<file path="config.mk">
export PLATFORM = sky130hd
export DESIGN_NAME = sequential_list_engine
export DESIGN_NICKNAME = d
export VERILOG_FILES = /design/src/sv/sle_pkg.sv /design/src/sv/sle_cell.sv /design/src/sv/sequential_list_engine.sv
export SDC_FILE = /design/constraint.sdc
export NUM_CORES = 2
export LEC_CHECK = 0
export ABC_AREA = 1
export BUFFER_PORTS_ARGS = -buffer_cell sky130_fd_sc_hd__buf_2
export CORE_MARGIN = 2
export CORE_UTILIZATION = 24
export DETAILED_ROUTE_END_ITERATION = 7
export PLACE_DENSITY = 0.35
export SYNTH_ARGS = -nofsm -noshare
export SYNTH_HDL_FRONTEND = slang
export SYNTH_SLANG_ARGS = --single-unit
</file>
<file path="constraint.sdc">
create_clock -name clk -period 13.4 [get_ports clk]
set_input_delay 2.01 -clock clk [delete_from_list [all_inputs] [get_ports clk]]
set_output_delay 2.01 -clock clk [all_outputs]
set_load 0.005 [all_outputs]
</file>
<file path="src/sv/sle_pkg.sv">
`timescale 1ns / 1ps
// ----------------------------------------------------------------------------
// sle_pkg
// Shared constants, codes and types for the sequential list engine.
// ----------------------------------------------------------------------------
package sle_pkg;

  localparam int LIST_DEPTH  = 16;
  localparam int LIST_DW     = 32;
  localparam int MAX_RESULTS = 16;

  localparam int CMD_W  = 3;
  localparam int POS_W  = 5;
  localparam int VAL_W  = 32;
  localparam int STAT_W = 2;
  localparam int CAP_W  = 5;

  localparam logic [CAP_W-1:0] CAP_RESET = CAP_W'(16);

  localparam logic [CMD_W-1:0] CMD_APPEND = 3'd0;
  localparam logic [CMD_W-1:0] CMD_INSERT = 3'd1;
  localparam logic [CMD_W-1:0] CMD_DELETE = 3'd2;
  localparam logic [CMD_W-1:0] CMD_FIND   = 3'd3;
  localparam logic [CMD_W-1:0] CMD_READ   = 3'd4;
  localparam logic [CMD_W-1:0] CMD_CLEAR  = 3'd5;

  localparam logic [STAT_W-1:0] STS_OK      = 2'd0;
  localparam logic [STAT_W-1:0] STS_FULL    = 2'd1;
  localparam logic [STAT_W-1:0] STS_RANGE   = 2'd2;
  localparam logic [STAT_W-1:0] STS_NOMATCH = 2'd3;

  // per-cell control, driven by the sequencer each cycle
  typedef struct packed {
    logic load;        // take the incoming value
    logic shift_up;    // take the neighbour below
    logic shift_down;  // take the neighbour above
    logic active;      // cell holds a live entry
    logic hit_load;    // capture compare result
    logic hit_clr;     // drop hit flag once reported
  } cell_ctl_t;

endpackage

</file>
<file path="src/sv/sle_cell.sv">
`timescale 1ns / 1ps
// ----------------------------------------------------------------------------
// sle_cell
// One list slot: data word, neighbour shifting and a search hit flag.
// ----------------------------------------------------------------------------
module sle_cell #(
  parameter int DATA_WIDTH = sle_pkg::LIST_DW
) (
  input  logic                  clk,
  input  logic                  rst_n,
  input  sle_pkg::cell_ctl_t    ctl_i,
  input  logic [DATA_WIDTH-1:0] value_i,
  input  logic [DATA_WIDTH-1:0] below_i,
  input  logic [DATA_WIDTH-1:0] above_i,
  output logic [DATA_WIDTH-1:0] data_o,
  output logic                  match_o,
  output logic                  hit_o
);
  import sle_pkg::*;

  logic [DATA_WIDTH-1:0] data_r;
  logic                  hit_r;

  // raw compare; the sequencer masks it with the live-entry flags
  assign match_o = (data_r == value_i);
  assign data_o  = data_r;
  assign hit_o   = hit_r;

  always_ff @(posedge clk) begin
    if (ctl_i.load) begin
      data_r <= value_i;
    end else if (ctl_i.shift_up) begin
      data_r <= below_i;
    end else if (ctl_i.shift_down) begin
      data_r <= above_i;
    end
  end

  always_ff @(posedge clk) begin
    if (!rst_n) begin
      hit_r <= 1'b0;
    end else if (ctl_i.hit_load) begin
      hit_r <= match_o && ctl_i.active;
    end else if (ctl_i.hit_clr) begin
      hit_r <= 1'b0;
    end
  end

endmodule

</file>
<file path="src/sv/sequential_list_engine.sv">
`timescale 1ns / 1ps
// ----------------------------------------------------------------------------
// sequential_list_engine
// Ordered list of values held in a shifting row of cells.
// ----------------------------------------------------------------------------
// Usage:
//   Input channel (in_valid/in_stall) carries one command per transfer:
//   append, insert, delete, find, read or clear. Result channel
//   (out_valid/out_stall) returns the results, final one flagged by out_last.
//   cfg_wr_en/cfg_wr_data set the capacity; write it only while idle.
// Command flow:
//   Append, insert and delete update their cells at once in the accepting
//   cycle; read and clear also finish in it. Their single result is registered
//   and appears in the cycle after. One such command per cycle while the
//   result side keeps up. Find compares all cells in the accepting cycle,
//   then reports one match per cycle while the receiver keeps up, from the
//   registered hit flags (lowest position first); in_stall stays high
//   meanwhile. No match gives one result, registered in the cycle after.
// Reset: list empty, capacity 16, no result pending. Cell data is not reset.
// Receiver stall: the output register holds its result; in_stall rises
//   until the result is taken, and a running search pauses.
// ----------------------------------------------------------------------------
module sequential_list_engine #(
  parameter int DEPTH      = sle_pkg::LIST_DEPTH,
  parameter int DATA_WIDTH = sle_pkg::LIST_DW
) (
  input  logic                               clk,
  input  logic                               rst_n,
  input  logic                               in_valid,
  output logic                               in_stall,
  input  logic [sle_pkg::CMD_W-1:0]          in_command,
  input  logic [sle_pkg::POS_W-1:0]          in_position,
  input  logic signed [sle_pkg::VAL_W-1:0]   in_value,
  output logic                               out_valid,
  input  logic                               out_stall,
  output logic [sle_pkg::STAT_W-1:0]         out_status,
  output logic [sle_pkg::POS_W-1:0]          out_found_position,
  output logic signed [sle_pkg::VAL_W-1:0]   out_read_value,
  output logic [sle_pkg::POS_W-1:0]          out_length,
  output logic                               out_last,
  input  logic                               cfg_wr_en,
  input  logic [sle_pkg::CAP_W-1:0]          cfg_wr_data
);
  import sle_pkg::*;

  // count width, and a compare width with headroom for pos, count and +1
  localparam int CW = $clog2(DEPTH + 1);
  localparam int XW = (CW > POS_W) ? CW + 1 : POS_W + 1;
  localparam int RW = $clog2(MAX_RESULTS);

  typedef enum logic [1:0] {
    ST_IDLE = 2'b01,
    ST_SRCH = 2'b10
  } state_t;

  state_t                 state_r, state_nxt;
  logic [CW-1:0]          count_r, count_nxt;
  logic [CAP_W-1:0]       cap_r;
  logic [RW-1:0]          sent_r, sent_nxt;

  logic                   out_valid_r;
  logic [STAT_W-1:0]      out_status_r;
  logic [POS_W-1:0]       out_pos_r;
  logic [VAL_W-1:0]       out_rdv_r;
  logic [POS_W-1:0]       out_len_r;
  logic                   out_last_r;

  cell_ctl_t              ctl    [DEPTH];
  logic [DATA_WIDTH-1:0]  cdata  [DEPTH];
  logic [DEPTH-1:0]       match_w;
  logic [DEPTH-1:0]       act_w;
  logic [DEPTH-1:0]       hit_w;
  logic [DEPTH-1:0]       grant;
  logic [DEPTH-1:0]       rest;

  logic [63:0]            val_pad;
  logic [DATA_WIDTH-1:0]  key;
  logic [DATA_WIDTH-1:0]  rd_data;
  logic [63:0]            rd_pad;
  logic [XW-1:0]          pos_x, cnt_x, lim_x, grant_pos;
  logic                   slot_free, acc, full;
  logic                   ins_ok, del_ok;
  logic                   emit;
  logic [STAT_W-1:0]      e_status;
  logic [POS_W-1:0]       e_pos;
  logic [VAL_W-1:0]       e_rdv;
  logic                   e_last;

  // value trimmed or zero-extended to the cell width
  assign val_pad = {32'b0, in_value};
  assign key     = val_pad[DATA_WIDTH-1:0];

  assign slot_free = !out_valid_r || !out_stall;
  assign in_stall  = !((state_r == ST_IDLE) && slot_free);
  assign acc       = in_valid && !in_stall;

  assign pos_x  = XW'(in_position);
  assign cnt_x  = XW'(count_r);
  assign lim_x  = (XW'(cap_r) < XW'(DEPTH)) ? XW'(cap_r) : XW'(DEPTH);
  assign full   = cnt_x >= lim_x;
  assign ins_ok = (pos_x != '0) && (pos_x <= cnt_x + XW'(1));
  assign del_ok = (pos_x != '0) && (pos_x <= cnt_x);

  // live entries sit below the count
  always_comb begin
    for (int i = 0; i < DEPTH; i++) begin
      act_w[i] = XW'(i) < cnt_x;
    end
  end

  // read mux over the row
  always_comb begin
    rd_data = '0;
    for (int i = 0; i < DEPTH; i++) begin
      if (XW'(i) == pos_x - XW'(1)) rd_data = cdata[i];
    end
  end
  assign rd_pad = 64'(rd_data);

  // lowest pending hit, and what stays after it
  assign grant = hit_w & (~hit_w + DEPTH'(1));
  assign rest  = hit_w & ~grant;
  always_comb begin
    grant_pos = '0;
    for (int i = 0; i < DEPTH; i++) begin
      if (grant[i]) grant_pos = grant_pos | XW'(i + 1);
    end
  end

  // sequencer
  always_comb begin
    state_nxt = state_r;
    count_nxt = count_r;
    sent_nxt  = sent_r;
    emit      = 1'b0;
    e_status  = STS_OK;
    e_pos     = '0;
    e_rdv     = '0;
    e_last    = 1'b1;
    for (int i = 0; i < DEPTH; i++) begin
      ctl[i]        = '0;
      ctl[i].active = act_w[i];
    end

    if (acc) begin
      emit = 1'b1;
      unique case (in_command)
        CMD_APPEND: begin
          if (full) begin
            e_status = STS_FULL;
          end else begin
            for (int i = 0; i < DEPTH; i++) begin
              ctl[i].load = (XW'(i) == cnt_x);
            end
            count_nxt = CW'(cnt_x + XW'(1));
          end
        end
        CMD_INSERT: begin
          if (!ins_ok) begin
            e_status = STS_RANGE;
          end else if (full) begin
            e_status = STS_FULL;
          end else begin
            for (int i = 0; i < DEPTH; i++) begin
              ctl[i].load     = (XW'(i) == pos_x - XW'(1));
              ctl[i].shift_up = (XW'(i) >= pos_x);
            end
            count_nxt = CW'(cnt_x + XW'(1));
          end
        end
        CMD_DELETE: begin
          if (!del_ok) begin
            e_status = STS_RANGE;
          end else begin
            for (int i = 0; i < DEPTH; i++) begin
              ctl[i].shift_down = (XW'(i) >= pos_x - XW'(1));
            end
            count_nxt = CW'(cnt_x - XW'(1));
          end
        end
        CMD_FIND: begin
          for (int i = 0; i < DEPTH; i++) begin
            ctl[i].hit_load = 1'b1;
          end
          if (|(match_w & act_w)) begin
            emit      = 1'b0;
            sent_nxt  = '0;
            state_nxt = ST_SRCH;
          end else begin
            e_status = STS_NOMATCH;
          end
        end
        CMD_READ: begin
          if (!del_ok) begin
            e_status = STS_RANGE;
          end else begin
            e_rdv = rd_pad[VAL_W-1:0];
          end
        end
        CMD_CLEAR: begin
          count_nxt = '0;
        end
        default: begin
        end
      endcase
    end else if ((state_r == ST_SRCH) && slot_free) begin
      emit   = 1'b1;
      e_pos  = POS_W'(grant_pos);
      e_last = (rest == '0) || (sent_r == RW'(MAX_RESULTS - 1));
      sent_nxt = RW'(sent_r + RW'(1));
      for (int i = 0; i < DEPTH; i++) begin
        ctl[i].hit_clr = e_last || grant[i];
      end
      if (e_last) state_nxt = ST_IDLE;
    end
  end

  // the row of cells
  for (genvar g = 0; g < DEPTH; g++) begin : g_cell
    logic [DATA_WIDTH-1:0] below, above;
    if (g == 0) begin : g_lo
      assign below = '0;
    end else begin : g_lo
      assign below = cdata[g-1];
    end
    if (g == DEPTH - 1) begin : g_hi
      assign above = '0;
    end else begin : g_hi
      assign above = cdata[g+1];
    end
    sle_cell #(
      .DATA_WIDTH (DATA_WIDTH)
    ) u_cell (
      .clk     (clk),
      .rst_n   (rst_n),
      .ctl_i   (ctl[g]),
      .value_i (key),
      .below_i (below),
      .above_i (above),
      .data_o  (cdata[g]),
      .match_o (match_w[g]),
      .hit_o   (hit_w[g])
    );
  end

  always_ff @(posedge clk) begin
    if (!rst_n) begin
      state_r <= ST_IDLE;
      count_r <= '0;
      sent_r  <= '0;
      cap_r   <= CAP_RESET;
    end else begin
      state_r <= state_nxt;
      count_r <= count_nxt;
      sent_r  <= sent_nxt;
      if (cfg_wr_en) cap_r <= cfg_wr_data;
    end
  end

  // output register
  always_ff @(posedge clk) begin
    if (!rst_n) begin
      out_valid_r <= 1'b0;
    end else if (emit) begin
      out_valid_r <= 1'b1;
    end else if (!out_stall) begin
      out_valid_r <= 1'b0;
    end
  end

  always_ff @(posedge clk) begin
    if (emit) begin
      out_status_r <= e_status;
      out_pos_r    <= e_pos;
      out_rdv_r    <= e_rdv;
      out_len_r    <= POS_W'(count_nxt);
      out_last_r   <= e_last;
    end
  end

  assign out_valid          = out_valid_r;
  assign out_status         = out_status_r;
  assign out_found_position = out_pos_r;
  assign out_read_value     = signed'(out_rdv_r);
  assign out_length         = out_len_r;
  assign out_last           = out_last_r;

endmodule
</file>
==> metrics.md <==
| Metric | Value |
|---|---|
| CORE AREA | 178000 um^2 |
| Top-count cell post-synth | nand2_1 |
| Slew @ Worst Pin | 1.40 ns |
| Max clock buf depth | 3 |
| Seq/Total Area, Yosys | 0.404 |
| DRT Pass-1 Iters | 6 |
| IR drop worst, VDD | 88.1 uV |
| Pwr Density | 103 nW/um^2 |
| Gpl congestion | 0.936 |
| Synth top area share | 0.389 |
| Total track usage | 0.287 |
| CTS sink count | 590 |
| Placed insts | 7866 |
| EDFF count, synth | 557 |
| Final ANT Viol Nets | 0 |
| First-pass GRT wire length | 362 mm |
| Cell Area, Synth | 43000 um^2 |
| Share of cells above drive strength 1 | 0.0923 |
| Post-CTS Setup Inserts | 0 |
| Nets | 5671 |
| # rows | 155 |
| CP Data Required Time | 14.00 ns |
| H-tree depth reported by CTS | 3 |
| Die X | 427 um |
| DR WL/cell | 33.6 um |
| Overflow after GRT | 0 |
| Status | finished, final reports clean |
| Final core occ | 0.271 |
| Max Transition Viols Final | 0 |
| Initial antenna violation count | 21 |
| Final Non-Filler Cells | 8019 |
| Crit start category | input pin |
| Final Skew | 0.0330 ns |
| Largest net degree at the start of global routing | 67 |
| Die H | 427 um |
| Worst hold path class | reg -> reg |
| Synth area leaders | edfxtp_1, nand2_1, o21ai_0, inv_1, xor2_1 |
| Crit end category | register |
| Slew Limit Headroom | 0.0662 |
| Root buffer cell | clkbuf_16 |
| P&R area growth vs syn | 12.4% |
| TritonCTS clock tree | done |
| Vias in the first global route | 40.9k |
| RSZ-0062 raised after global routing | no |
| Max Cap Viol | 0 |
| Io pins | 97 |
| Cell count after synthesis | 5711 |
| WP data arrival | 7.25 ns |
| Die Area | 183000 um^2 |
| Initial drt markers | 6526 |
| DRC | 0 |
| Post-CTS sizing | 0 |
| Crit path time final | 6.66 ns |
| Worst hold slack | 0.464 ns |
| CTS buffer count | 81 |
| Syn. warnings | 0 |
| Yosys cell types | 65 |
| Yosys top cell by area | edfxtp_1 |
| Pleak | 19.3 nW |
| Clk_lat worst skew | 0.74 ns |
| Clk slew on worst S/H paths | 0.06 ns |
| Port Buffers | 96 |
| Initial core utilization | 0.241 |
| Asr flop ratio synth | 0 |
| Final Power | 4.99 mW |
| Vias per std cell | 5.55 |
| Setup TNS | 0 ns |
| Syn nets | 5788 |
| Synth Flop Type | edfxtp_1 |
| WL final | 269 mm |
| Detail Placement HPWL | 192 mm |
| Share of the clock period used by the worst path | 0.497 |
| Synthesized area per cell | 7.53 um^2 |
| Post-synth top cells | nand2_1, o21ai_0, edfxtp_1 |
| # hold bufs at CTS | 0 |
| Max Clock Freq | 150 MHz |
| Max FO, Critical Path | 66 |
| Via Count | 44.5k |
| Number of synthesized register bits | 590 |
| Final Hold Fails | 0 |
| WS Path Type | in -> reg |
| Endpoints failing setup | 0 |
[report_power, final]
| part | internal (mW) | total (mW) | switching [mW] | leakage (nW) |
|---|---|---|---|---|
| Clock | 1.18 | 2.20 | 1.02 | 1.22 |
| Combinational | 0.157 | 0.741 | 0.583 | 12.7 |
| Sequential | 2.02 | 2.05 | 0.0270 | 5.38 |
| Total | 3.36 | 4.99 | 1.63 | 19.3 |
[cells by family after synthesis]
family                   share of synthesized area
flip-flops                                   0.404
buffers and inverters                       0.0938
AO/OA/AOI/OAI                                0.205
adder cells (fa/ha/maj)                    0.00811
AND/OR/NAND/NOR                              0.216
multiplexers                                0.0102
XOR/XNOR                                    0.0629
[routing by layer]
| layer | routed length (um) | track usage | vias to the layer above |
|---|---|---|---|
| met4 | 9980 | 0.105 | 10 |
| met2 | 113000 | 0.419 | 2377 |
| met3 | 23700 | 0.0477 | 368 |
| met5 | 55 | 0 | - |
| met1 | 122000 | 0.420 | 22300 |
| li1 | - | - | 19400 |
[final cells by class]
cell class	count	area [um^2]
Multi-Input combinational cell	4115	21800
Inverter	560	2100
Tap cell	2355	2950
Timing Repair Buffer	246	1610
Sequential cell	590	17400
Clock buffer	100	2140
Clock inverter	45	359
Fill cell	19600	130000
Antenna cell	8	20.0
[worst max-delay path: stages]
cell and delay, ns:
buf_2 0.17, inv_2 0.22, ha_1 0.42, nand2_1 0.09, nand2_1 0.13, nand2_4 0.10, nor2_8 0.47, inv_1 0.12
nor2_1 0.15, inv_2 0.08, nor2_4 0.07, buf_4 0.43, inv_2 0.40, o32ai_1 0.25, nand2_2 0.74, nand2_1 0.79
buf_4 0.35, nand2_1 0.08, inv_1 0.06
[registers in the layout, indices dropped and copies added, names as in the netlist]
register              flops
cap_r                     5
count_r                   5
g_cell.u_cell.data_o    512
g_cell.u_cell.hit_o      16
out_found_position        5
out_last                  1
out_length                5
out_read_value           32
out_status                2
out_valid                 1
sent_r                    4
state_r                   2
[cells in the final DEF (no fill, tap or decap), types with 5 or more instances in the layout]
cell / Yosys / final
nand2_1: 1428 / 1416
o21ai_0: 673 / 671
edfxtp_1: 557 / 557
inv_1: 530 / 528
a21oi_1: 316 / 315
nor2_1: 223 / 218
nand3_1: 225 / 214
xor2_1: 187 / 187
o211ai_1: 164 / 164
buf_4: 10 / 150
o22ai_1: 130 / 130
a31oi_1: 120 / 120
xnor2_1: 119 / 119
nand4_1: 107 / 107
o21ai_1: 106 / 106
buf_2: 116 / 96
clkbuf_16: 0 / 81
nor4_1: 68 / 67
nor3_1: 46 / 44
mux2_2: 39 / 39
dfxtp_1: 33 / 33
clkinv_1: 12 / 29
ha_1: 27 / 27
nand2_2: 9 / 21
inv_2: 17 / 18
nand3_2: 6 / 17
or2_2: 15 / 15
clkinv_2: 1 / 15
clkbuf_1: 278 / 15
o2111ai_1: 15 / 14
nor2_4: 10 / 13
nor2_2: 7 / 9
diode_2: 0 / 8
nand3b_1: 7 / 7
a2111oi_0: 8 / 7
a211oi_1: 5 / 5
nand2_4: 5 / 5
o311ai_0: 6 / 5
[worst paths after layout]
path / endpoint / cells after the start / from / slack (ns)
hold reg to reg: state_r[1]$_SDFFE_PN0P_ / 2 / state_r[1]$_SDFFE_PN0P_ / 0.46
setup / recovery: g_cell[15].u_cell.data_o[24]$_DFFE_PP_ / 19 / in_position[0] / 6.74
setup reg to reg: g_cell[15].u_cell.data_o[16]$_DFFE_PP_ / 15 / count_r[1]$_SDFF_PN0_ / 7.45
hold / removal: state_r[1]$_SDFFE_PN0P_ / 2 / state_r[1]$_SDFFE_PN0P_ / 0.46
[through the flow]
stage | area, um^2 | setup WS [ns]
after global placement | 45800 | 6.12
after floorplan | 43000 | 5.87
final | 48400 | 6.74
after global routing | 48300 | 6.33
after detailed placement | 45800 | 6.05
after CTS | 48300 | 6.84
No activity file was read; power rests on OpenSTA's default activity.
